`src/hdl/assert_macros.svh`:
```
// assert_macros.svh: concurrent assertion shorthands used by the SBX pipeline.
// No dependencies; define ASSERT_OFF to compile every assertion out.
`ifndef ASSERT_MACROS_SVH
`define ASSERT_MACROS_SVH
`ifndef ASSERT_OFF
// same-cycle implication
`define SBX_ASSERT_IMP(lbl, clk, rst_n, ante, cons) \
  lbl: assert property (@(posedge clk) disable iff (!rst_n) (ante) |-> (cons)) \
    else $error("sbx assertion failed");
// next-cycle implication
`define SBX_ASSERT_NXT(lbl, clk, rst_n, ante, cons) \
  lbl: assert property (@(posedge clk) disable iff (!rst_n) (ante) |=> (cons)) \
    else $error("sbx assertion failed");
`else
`define SBX_ASSERT_IMP(lbl, clk, rst_n, ante, cons)
`define SBX_ASSERT_NXT(lbl, clk, rst_n, ante, cons)
`endif
`endif

```
`src/hdl/sbx_pkg.sv`:
```
`timescale 1ns / 1ps
// sbx_pkg: beat types, lane types, fixed-point constants and the 2^(2^-i) root table.
// No dependencies; used by every module of the SBX crossover / mutation pipeline.
package sbx_pkg;

  localparam int LOG_FB     = 24;
  localparam int LANES      = 3;
  localparam int LANE_CROSS = 0;
  localparam int LANE_MUT_A = 1;
  localparam int LANE_MUT_B = 2;

  localparam logic [30:0] ONE_Q30 = 31'h4000_0000;

  typedef struct packed {
    logic signed [31:0] parent_a;
    logic signed [31:0] parent_b;
    logic signed [31:0] lower_bound;
    logic signed [31:0] upper_bound;
    logic [15:0]        u_cross;
    logic [15:0]        r_mut_a;
    logic [15:0]        r_mut_b;
    logic               last_gene;
  } sbx_in_t;

  typedef struct packed {
    logic signed [31:0] child_a;
    logic signed [31:0] child_b;
    logic               last_gene_out;
  } sbx_out_t;

  // log2 lane: mantissa in Q1.30, integer part k, fraction bits shifted in MSB first
  typedef struct packed {
    logic              pos;
    logic [3:0]        k;
    logic [30:0]       m;
    logic [LOG_FB-1:0] frac;
  } log_lane_t;

  // exp2 lane: integer exponent, fraction bits consumed MSB first, running product Q1.30
  typedef struct packed {
    logic signed [5:0] ip;
    logic [LOG_FB-1:0] f;
    logic [30:0]       r;
  } exp_lane_t;

  typedef logic [LOG_FB:0][31:0] root_tab_t;

  function automatic logic [63:0] isqrt64(input logic [63:0] x_in);
    logic [63:0] x;
    logic [63:0] res;
    logic [63:0] bv;
    int i;
    x   = x_in;
    res = '0;
    bv  = 64'd1 << 62;
    for (i = 0; i < 32; i++) begin
      if (bv > x) bv = bv >> 2;
    end
    for (i = 0; i < 32; i++) begin
      if (bv != 64'd0) begin
        if (x >= res + bv) begin
          x   = x - (res + bv);
          res = (res >> 1) + bv;
        end else begin
          res = res >> 1;
        end
        bv = bv >> 2;
      end
    end
    return res;
  endfunction

  // T[i] = 2^(2^-i) in Q2.30 for i >= 1, each a truncated square root of the one before
  function automatic root_tab_t build_roots();
    root_tab_t tab;
    logic [63:0] v;
    int i;
    tab = '0;
    v   = 64'd2 << 30;
    for (i = 1; i <= LOG_FB; i++) begin
      v      = isqrt64(v << 30);
      tab[i] = v[31:0];
    end
    return tab;
  endfunction

  localparam root_tab_t ROOT_TAB = build_roots();

endpackage

```
`src/hdl/sbx_log_cell.sv`:
```
`timescale 1ns / 1ps
// sbx_log_cell: one squaring step of the bitwise log2, registered.
// Depends on sbx_pkg (log_lane_t).
module sbx_log_cell
  import sbx_pkg::*;
(
  input  logic      clk,
  input  logic      en,
  input  log_lane_t lane_i,
  output log_lane_t lane_o
);

  logic [61:0] sq;
  logic [31:0] sq_sh;
  log_lane_t   lane_nxt;
  log_lane_t   lane_r;

  // square the mantissa, renormalize and shift one fraction bit in
  always_comb begin
    sq       = 62'(lane_i.m) * 62'(lane_i.m);
    sq_sh    = sq[61:30];
    lane_nxt = lane_i;
    if (sq_sh[31]) begin
      lane_nxt.m    = sq_sh[31:1];
      lane_nxt.frac = {lane_i.frac[LOG_FB-2:0], 1'b1};
    end else begin
      lane_nxt.m    = sq_sh[30:0];
      lane_nxt.frac = {lane_i.frac[LOG_FB-2:0], 1'b0};
    end
  end

  // advance
  always_ff @(posedge clk) begin
    if (en) begin
      lane_r <= lane_nxt;
    end
  end

  assign lane_o = lane_r;

endmodule

```
`config.mk`:
```
export PLATFORM = sky130hd
export DESIGN_NAME = sbx_log_cell
export DESIGN_NICKNAME = d
export VERILOG_FILES = /design/src/hdl/assert_macros.svh /design/src/hdl/sbx_pkg.sv /design/src/hdl/sbx_log_cell.sv
export SDC_FILE = /design/constraint.sdc
export NUM_CORES = 2
export LEC_CHECK = 0
export ABC_AREA = 0
export BUFFER_PORTS_ARGS = -buffer_cell sky130_fd_sc_hd__buf_2
export CELL_PAD_IN_SITES_DETAIL_PLACEMENT = 1
export CELL_PAD_IN_SITES_GLOBAL_PLACEMENT = 2
export CORE_MARGIN = 5
export CORE_UTILIZATION = 35
export DETAILED_ROUTE_END_ITERATION = 10
export PLACE_DENSITY = 0.78
export SLEW_MARGIN = 0
export SYNTH_ARGS = -nofsm -noshare
export SYNTH_HDL_FRONTEND = slang
export SYNTH_SLANG_ARGS = --single-unit
```
`constraint.sdc`:
```
create_clock -name clk -period 9.11 [get_ports clk]
set_input_delay 0.4555 -clock clk [delete_from_list [all_inputs] [get_ports clk]]
set_output_delay 0.4555 -clock clk [all_outputs]
set_load 0.05 [all_outputs]
```
==> summary.md <==
| Metric | Value |
|---|---|
| Die H | 300 µm |
| Final Hold Viols | 0 |
| Gr ovfl total | 0 |
| Remaining DRCs | 0 |
| Maximum clock frequency | 0.120 GHz |
| Pre-CTS setup slack | between 0.4 and 0.5 ns |
| Commonest cells after routing, fill and taps aside | inv_1, fa_1, nand2_1 |
| Vias in the first global route | 23400 |
| Reg area | between 0.0015 and 0.002 mm² |
| YS warnings | 0 |
| Die area | about 0.090 mm² |
| Row count | 106 |
| Mapped cell area | between 0.02 and 0.03 mm² |
| Vias | 19700 |
| Final net count | 4168 |
| Port Buffer Count | between 100 and 150 |
| Total I/O pin count | 122 |
| Ys flop type | edfxtp_1 |
| Post-synth net total | 4094 |
| Post-CTS Resized | 0 |
| Fin crit share | 91.4% |
| Core area | 0.0836 mm² |
| Antenna Nets Post-Route | 0 |
| Slowest cell on crit path | fa_1 |
| Pin count of the biggest net entering global routing | 61 |
| Unrepaired setup endpoints after global routing | false |
| Drt pass-1 iters | 4 |
| Setup ws final | 0.781 ns |
| Multi-input logic area | 0.0237 mm² |
| Max-slew violation count | 0 |
| Layout Area Growth over Synthesis | 7.50% |
| Share of layout cells above drive strength 1 | 8.11% |
| CTS clk-pin slew, worst paths | 0.05 ns |
| ANT cells | 0 |
| Setup violators final | 0 |
| Die Span X | approximately 300 µm |
| First-pass GRT wire length | 131000 µm |
| Root Buffer | clkbuf_16 |
| WL/cell | 19.2 µm |
| Hold_buf cts | 0 |
| Hold_sp | lane_i[17] |
| Fillers | around 9700 |
| Clock tree sinks | 60 |
| Syn Area/Cell | 9.75 µm² |
| Post-synthesis register bit count | 60 |
| Critical path type | primary input to flip-flop |
| Max reg flops | 60 |
| Synth async-reset ratio | 0% |
| Rel. slew slack | 37.2% |
| GR Util All Layers | 18.5% |
| H-tree levels | 3 |
| Hpwl dp | ~69000 µm |
| Crit-path max cell delay | roughly 0.57 ns |
| Buf/Inv on CP | 8 |
| TritonCTS clock tree | done |
| Initial Utilization | 35.2% |
| Cts bufs inserted | 9 |
| Slew of the pin with the lowest slew margin | 0.943 ns |
| Seq/Total Area, Yosys | under 10% |
| Min-Delay Path Class | primary input to flip-flop |
| Final hold slack | 0.301 ns |
| Cell mode on critical path | fa_1 |
| Min Tclk post-route | 8.33 ns |
| Routability Congestion | between 0.8 and 0.9 |
| Post-CTS Setup Inserts | 0 |
| Initial antenna violation count | 4 |
| # Max-Cap Violations | 0 |
| Via density | ~4.7 |
| Crit path launch type | primary input |
| Yosys cell types | 65 |
| Critical Path RT | between 9 and 10 ns |
| Most common cell after layout, fill and taps aside | inv_1 |
| Fin Setup TNS | 0 ns |
| CP endpoint kind | flip-flop |
| Longest Clk Path Bufs | 2 |
| Starting DRT DRC Count | between 700 and 800 |
| CP arrival | 8.40 ns |
| Post-Synthesis Cells | between 3000 and 4000 |
| Total wire length | about 80000 µm |
| Outcome | finished clean |
| Crit path launch | lane_i[39] |
| EDFF count, synth | 60 |
| Critical path fanouts, max | 32 |
| CP top delay family | adder cells |
layer usage:
metal	wire, µm	GRT usage, %	vias to the layer above
met3	1820	1.34	80
met1	35200	24.8	10500
met5	0	0	-
met2	41700	33.6	254
li1	-	-	8941
met4	1530	3.09	0
final timing paths:
check                         to  cells past startpoint
worst min-delay path  lane_o[18]                      1
worst max-delay path  lane_o[24]                     27
cells in the mapped netlist, types with 28 or more instances:
library cell / count / area share (%)
a21oi_1: 66 / 1.1
and2_1: 192 / 4.1
clkbuf_1: 98 / 1.3
edfxtp_1: 60 / 6.1
fa_1: 747 / 51
ha_1: 269 / 11
inv_1: 911 / 12
nand2_1: 292 / 3.7
nor2_1: 54 / 0.69
o21ai_0: 44 / 0.75
xnor2_1: 32 / 0.95
xor2_1: 28 / 0.83
kinds of logic after synthesis:
| kind of cell | after synthesis | synth area share [%] |
|---|---|---|
| buffers and inverters | 1024 | 13.3 |
| flip-flops | 60 | 6.13 |
| AO/OA/AOI/OAI | 203 | 4.59 |
| AND/OR/NAND/NOR | 619 | 10.3 |
| XOR/XNOR | 61 | 1.88 |
| adder cells (fa/ha/maj) | 1016 | 62.3 |
| multiplexers | 33 | 1.53 |
layout make-up:
cell class | count | share of cell area [%]
Sequential cell | 60 | 5.70
Timing Repair Buffer | 175 | 3.32
Multi-Input combinational cell | 1932 | 75.0
Inverter | 912 | 10.8
Clock inverter | 6 | 0.174
Tap cell | 1080 | 4.27
Clock buffer | 10 | 0.724
per-stage QoR:
step	util [%]	area, µm²	instances
floorplan	-	29400	3016
global placement	37.5	31300	4159
detailed placement	37.5	31300	4159
CTS	37.8	31600	4175
global route	37.8	31600	4175
finish	37.8	31600	4175
Power is not shown: default switching activity piles up to over one toggle a cycle in this logic, so the estimate is an artifact.
