[config.mk]
export PLATFORM = sky130hd
export DESIGN_NAME = sbx_exp_cell
export DESIGN_NICKNAME = d
export VERILOG_FILES = /design/src/hdl/assert_macros.svh /design/src/hdl/sbx_pkg.sv /design/src/hdl/sbx_exp_cell.sv
export SDC_FILE = /design/constraint.sdc
export NUM_CORES = 1
export LEC_CHECK = 0
export BUFFER_PORTS_ARGS = -buffer_cell sky130_fd_sc_hd__buf_2
export CAP_MARGIN = 10
export CELL_PAD_IN_SITES_DETAIL_PLACEMENT = 2
export CELL_PAD_IN_SITES_GLOBAL_PLACEMENT = 2
export CORE_MARGIN = 3
export CORE_UTILIZATION = 42
export DETAILED_ROUTE_END_ITERATION = 10
export HOLD_SLACK_MARGIN = 0.03
export PLACE_DENSITY = 0.95
export REMOVE_ABC_BUFFERS = 1
export SYNTH_ARGS = -nofsm -noshare
export SYNTH_HDL_FRONTEND = slang
export SYNTH_SLANG_ARGS = --single-unit
[constraint.sdc]
create_clock -name clk -period 8.9 [get_ports clk]
set_input_delay 1.78 -clock clk [delete_from_list [all_inputs] [get_ports clk]]
set_output_delay 1.78 -clock clk [all_outputs]
set_load 0.05 [all_outputs]
[src/hdl/assert_macros.svh]
// assert_macros.svh: concurrent assertion shorthands used by the SBX pipeline.
// No dependencies; define ASSERT_OFF to compile every assertion out.
`ifndef ASSERT_MACROS_SVH
`define ASSERT_MACROS_SVH
`ifndef ASSERT_OFF
// same-cycle implication
`define SBX_ASSERT_IMP(lbl, clk, rst_n, ante, cons) \
  lbl: assert property (@(posedge clk) disable iff (!rst_n) (ante) |-> (cons)) \
    else $error("sbx assertion failed");
// next-cycle implication
`define SBX_ASSERT_NXT(lbl, clk, rst_n, ante, cons) \
  lbl: assert property (@(posedge clk) disable iff (!rst_n) (ante) |=> (cons)) \
    else $error("sbx assertion failed");
`else
`define SBX_ASSERT_IMP(lbl, clk, rst_n, ante, cons)
`define SBX_ASSERT_NXT(lbl, clk, rst_n, ante, cons)
`endif
`endif

[src/hdl/sbx_pkg.sv]
`timescale 1ns / 1ps
// sbx_pkg: beat types, lane types, fixed-point constants and the 2^(2^-i) root table.
// No dependencies; used by every module of the SBX crossover / mutation pipeline.
package sbx_pkg;

  localparam int LOG_FB     = 24;
  localparam int LANES      = 3;
  localparam int LANE_CROSS = 0;
  localparam int LANE_MUT_A = 1;
  localparam int LANE_MUT_B = 2;

  localparam logic [30:0] ONE_Q30 = 31'h4000_0000;

  typedef struct packed {
    logic signed [31:0] parent_a;
    logic signed [31:0] parent_b;
    logic signed [31:0] lower_bound;
    logic signed [31:0] upper_bound;
    logic [15:0]        u_cross;
    logic [15:0]        r_mut_a;
    logic [15:0]        r_mut_b;
    logic               last_gene;
  } sbx_in_t;

  typedef struct packed {
    logic signed [31:0] child_a;
    logic signed [31:0] child_b;
    logic               last_gene_out;
  } sbx_out_t;

  // log2 lane: mantissa in Q1.30, integer part k, fraction bits shifted in MSB first
  typedef struct packed {
    logic              pos;
    logic [3:0]        k;
    logic [30:0]       m;
    logic [LOG_FB-1:0] frac;
  } log_lane_t;

  // exp2 lane: integer exponent, fraction bits consumed MSB first, running product Q1.30
  typedef struct packed {
    logic signed [5:0] ip;
    logic [LOG_FB-1:0] f;
    logic [30:0]       r;
  } exp_lane_t;

  typedef logic [LOG_FB:0][31:0] root_tab_t;

  function automatic logic [63:0] isqrt64(input logic [63:0] x_in);
    logic [63:0] x;
    logic [63:0] res;
    logic [63:0] bv;
    int i;
    x   = x_in;
    res = '0;
    bv  = 64'd1 << 62;
    for (i = 0; i < 32; i++) begin
      if (bv > x) bv = bv >> 2;
    end
    for (i = 0; i < 32; i++) begin
      if (bv != 64'd0) begin
        if (x >= res + bv) begin
          x   = x - (res + bv);
          res = (res >> 1) + bv;
        end else begin
          res = res >> 1;
        end
        bv = bv >> 2;
      end
    end
    return res;
  endfunction

  // T[i] = 2^(2^-i) in Q2.30 for i >= 1, each a truncated square root of the one before
  function automatic root_tab_t build_roots();
    root_tab_t tab;
    logic [63:0] v;
    int i;
    tab = '0;
    v   = 64'd2 << 30;
    for (i = 1; i <= LOG_FB; i++) begin
      v      = isqrt64(v << 30);
      tab[i] = v[31:0];
    end
    return tab;
  endfunction

  localparam root_tab_t ROOT_TAB = build_roots();

endpackage

[src/hdl/sbx_exp_cell.sv]
`timescale 1ns / 1ps
// sbx_exp_cell: one conditional multiply by a root constant of the bitwise exp2, registered.
// Depends on sbx_pkg (exp_lane_t).
module sbx_exp_cell
  import sbx_pkg::*;
#(
  parameter logic [31:0] ROOT = 32'h5A82_7999
)
(
  input  logic      clk,
  input  logic      en,
  input  exp_lane_t lane_i,
  output exp_lane_t lane_o
);

  logic [62:0] prod;
  exp_lane_t   lane_nxt;
  exp_lane_t   lane_r;

  // multiply in this cell's root when the leading fraction bit is set
  always_comb begin
    prod       = 63'(lane_i.r) * 63'(ROOT);
    lane_nxt   = lane_i;
    lane_nxt.f = {lane_i.f[LOG_FB-2:0], 1'b0};
    if (lane_i.f[LOG_FB-1]) begin
      lane_nxt.r = prod[60:30];
    end
  end

  // advance
  always_ff @(posedge clk) begin
    if (en) begin
      lane_r <= lane_nxt;
    end
  end

  assign lane_o = lane_r;

endmodule

==> PnR_summary.wiki <==
{| class="wikitable"
! Metric !! Value
|-
| CP startpoint || lane_i[20]
|-
| Worst setup margin || -0.535 ns
|-
| Number of synthesized flops with an enable pin || 60
|-
| Delay of the slowest cell on the worst path || around 0.81 ns
|-
| Total global routing overflow || 0
|-
| Total number of nets in the final design || 2740
|-
| Fraction of registers with async set or reset after synthesis || 0
|-
| # IOs || about 120
|-
| Hold bufs inserted after CTS || 0
|-
| Gate count after technology mapping || 1761
|-
| HPWL reported at the end of detailed placement || approximately 72000 um
|-
| Failing checks || negative setup slack
|-
| Area share of the largest cell type after synthesis || 0.361
|-
| Final-report setup violation count || 21
|-
| Layout cell share with drive strength beyond 1 || 0.141
|-
| Number of global-route vias before repair || about 18000
|-
| Worst Max-Slew Pin Slew || 0.828 ns
|-
| Core box area || approximately 43000 sq um
|-
| Area Overhead vs Synth || 12.4%
|-
| Capture point of the critical path || lane_o[15]$_DFFE_PP_
|-
| Worst hold slack || 1.58 ns
|-
| Logic depth of the worst path, buffers included || 25
|-
| Startpoint class of the critical path || input pin
|-
| Wire length of the first global-routing pass || 126000 um
|-
| First-pass iteration count of the detailed router || 5
|-
| Last weighted congestion value of the routability-driven placer || 0.926
|-
| Floorplan row count || 75
|-
| Share of the clock period used by the worst path after layout || 1.06
|-
| Sequential element share of the synthesized area || 0.0983
|-
| Number of remaining DRC errors || 0
|-
| TritonCTS clock tree || yes
|-
| Largest delay share family, worst path || adder cells
|-
| Die Width || approximately 210 um
|-
| Post-detailed-route wirelength per cell || roughly 38 um
|-
| Fmax || 106 MHz
|-
| Post-synth design cell area || between 15000 and 20000 sq um
|-
| Time the final worst path needs with I/O delays and setup || roughly 9.4 ns
|-
| Synthesized flop and latch total || 60
|-
| Synthesized area divided by synthesized cell count || about 10 sq um
|-
| Cts bufs inserted || 9
|-
| Vias || between 15000 and 20000
|-
| Clock root buffer || sky130_fd_sc_hd__clkbuf_16
|-
| Antenna Violating Nets Remaining || 0
|-
| Total wire length after detailed routing || approximately 95000 um
|-
| Total Die Area || ~46000 sq um
|-
| Top cells by count, synth || 540 x sky130_fd_sc_hd__inv_1, 413 x sky130_fd_sc_hd__ha_1, 330 x sky130_fd_sc_hd__fa_1, 60 x sky130_fd_sc_hd__edfxtp_1, 49 x sky130_fd_sc_hd__a21oi_1
|-
| Top_reg_cell synth || sky130_fd_sc_hd__edfxtp_1
|-
| Maximum number of buffers from clock root to sink || 2
|-
| Max-cap violations || 0
|-
| Final-report max-slew violation count || 0
|-
| Most common cell in the synthesized netlist || sky130_fd_sc_hd__inv_1
|-
| Clock-pin slew on the worst setup and hold paths || ~0.07 ns
|-
| Antenna violations before repair || 4
|-
| Most common cell type on the critical path || sky130_fd_sc_hd__fa_1
|-
| Critical Path RT || about 9 ns
|-
| Global-route usage over all layers || 0.382
|-
| Number of distinct standard cells referenced by the synthesized netlist || 64
|-
| Clock sink count || 60
|-
| Bufs and invs on worst path || 7
|-
| Number of H-tree levels || 3
|-
| Hold Violations, Final || 0
|-
| Cell types with the largest area share after synthesis || sky130_fd_sc_hd__fa_1 36%, sky130_fd_sc_hd__ha_1 28%, sky130_fd_sc_hd__inv_1 11%
|-
| Chip height || about 210 um
|-
| Vias/cell || between 6 and 7
|-
| Flip-flop count of the largest register, all copies and words added || 60
|-
| Critical-path maximum fanout || 9
|-
| Worst slew margin relative to its limit || 0.448
|-
| Initial cell density of the core || 0.431
|-
| Count of buffers inserted at the top-level ports || between 100 and 150
|-
| Most area-hungry cell type in the Yosys netlist || sky130_fd_sc_hd__fa_1
|-
| Pin count of the biggest net entering global routing || 48
|-
| Worst endpoint data arrival time || 9.54 ns
|-
| Type of the tightest min-delay check || in2reg
|-
| Worst Path Class, Setup || in2reg
|-
| Number of warnings reported in the yosys synthesis log || 0
|-
| Crit end category || register
|-
| Result of the run || complete, but fails checks
|-
| Violation count after the first detailed-routing iteration || between 1000 and 1500
|-
| Slowest stage cell on the critical path || sky130_fd_sc_hd__fa_1
|}
placed cells by master, fill, tap and decap left out, types with 24 or more instances in the layout:
cell,netlist,routed
sky130_fd_sc_hd__inv_1,540,538
sky130_fd_sc_hd__ha_1,413,401
sky130_fd_sc_hd__fa_1,330,323
sky130_fd_sc_hd__buf_2,4,117
sky130_fd_sc_hd__edfxtp_1,60,60
sky130_fd_sc_hd__buf_4,1,56
sky130_fd_sc_hd__nand2_1,48,47
sky130_fd_sc_hd__a21oi_1,49,45
sky130_fd_sc_hd__a21o_1,35,35
sky130_fd_sc_hd__nor2_1,31,29
sky130_fd_sc_hd__xor2_1,27,27
sky130_fd_sc_hd__xnor2_1,25,24
metal layers:
metal	track usage	routed length, um
met1	0.383	30000
met2	0.661	45300
met3	0.110	8640
met4	0.306	11200
met5	0.00208	23
cell type report:
class / instances / area, sq um
multi-input cells: 1144 / 14700
clock buffers: 9 / 225
well taps: 577 / 722
inverters: 540 / 2030
fillers: 4357 / 21900
diodes: 3 / 7.51
clock inverters: 6 / 104
repair buffers: 179 / 1050
flip-flops and latches: 60 / 1800
logic make-up (layout without fill, tap and decap cells):
logic type,Yosys count,in the layout,share of synthesized area
fa+ha+maj,743,743,0.643
buf+inv,557,734,0.115
compound gates,171,171,0.0636
simple gates,155,155,0.0421
flops,60,60,0.0983
xor+xnor,52,52,0.0249
mux,22,22,0.0134
other cells,1,4,0.000205
repair_timing:
item / in CTS / in global routing
pin swaps: 0 / 13
buffers inserted: 0 / 2
setup endpoints to repair: 8 / 28
resized for setup: 3 / 58
per-stage QoR:
stage	setup TNS, ns	util	area, sq um	instances	setup WS (ns)
floorplan	0	-	18200	1744	0.838
global placement	0	0.470	20000	2498	0.0394
detailed placement	-4.82	0.470	20000	2498	-0.453
CTS	-0.170	0.478	20300	2513	-0.0762
global route	-8.51	0.484	20600	2516	-0.617
finish	-6.40	0.485	20600	2518	-0.535
worst min path at each step:
stage          startpoint  depth (start not counted)                   end  slack [ns]
6_report       lane_i[42]                          1  lane_o[43]$_DFFE_PP_        1.58
5_1_grt        lane_i[56]                          1  lane_o[56]$_DFFE_PP_        1.58
4_1_cts        lane_i[57]                          1  lane_o[57]$_DFFE_PP_        1.58
3_5_place_dp   lane_i[37]                          1  lane_o[38]$_DFFE_PP_        1.96
3_3_place_gp   lane_i[53]                          1  lane_o[54]$_DFFE_PP_        1.96
2_1_floorplan  lane_i[31]                          0  lane_o[32]$_DFFE_PP_        1.88
Power is not shown: default switching activity piles up to over one toggle a cycle in this logic, so the estimate is an artifact.
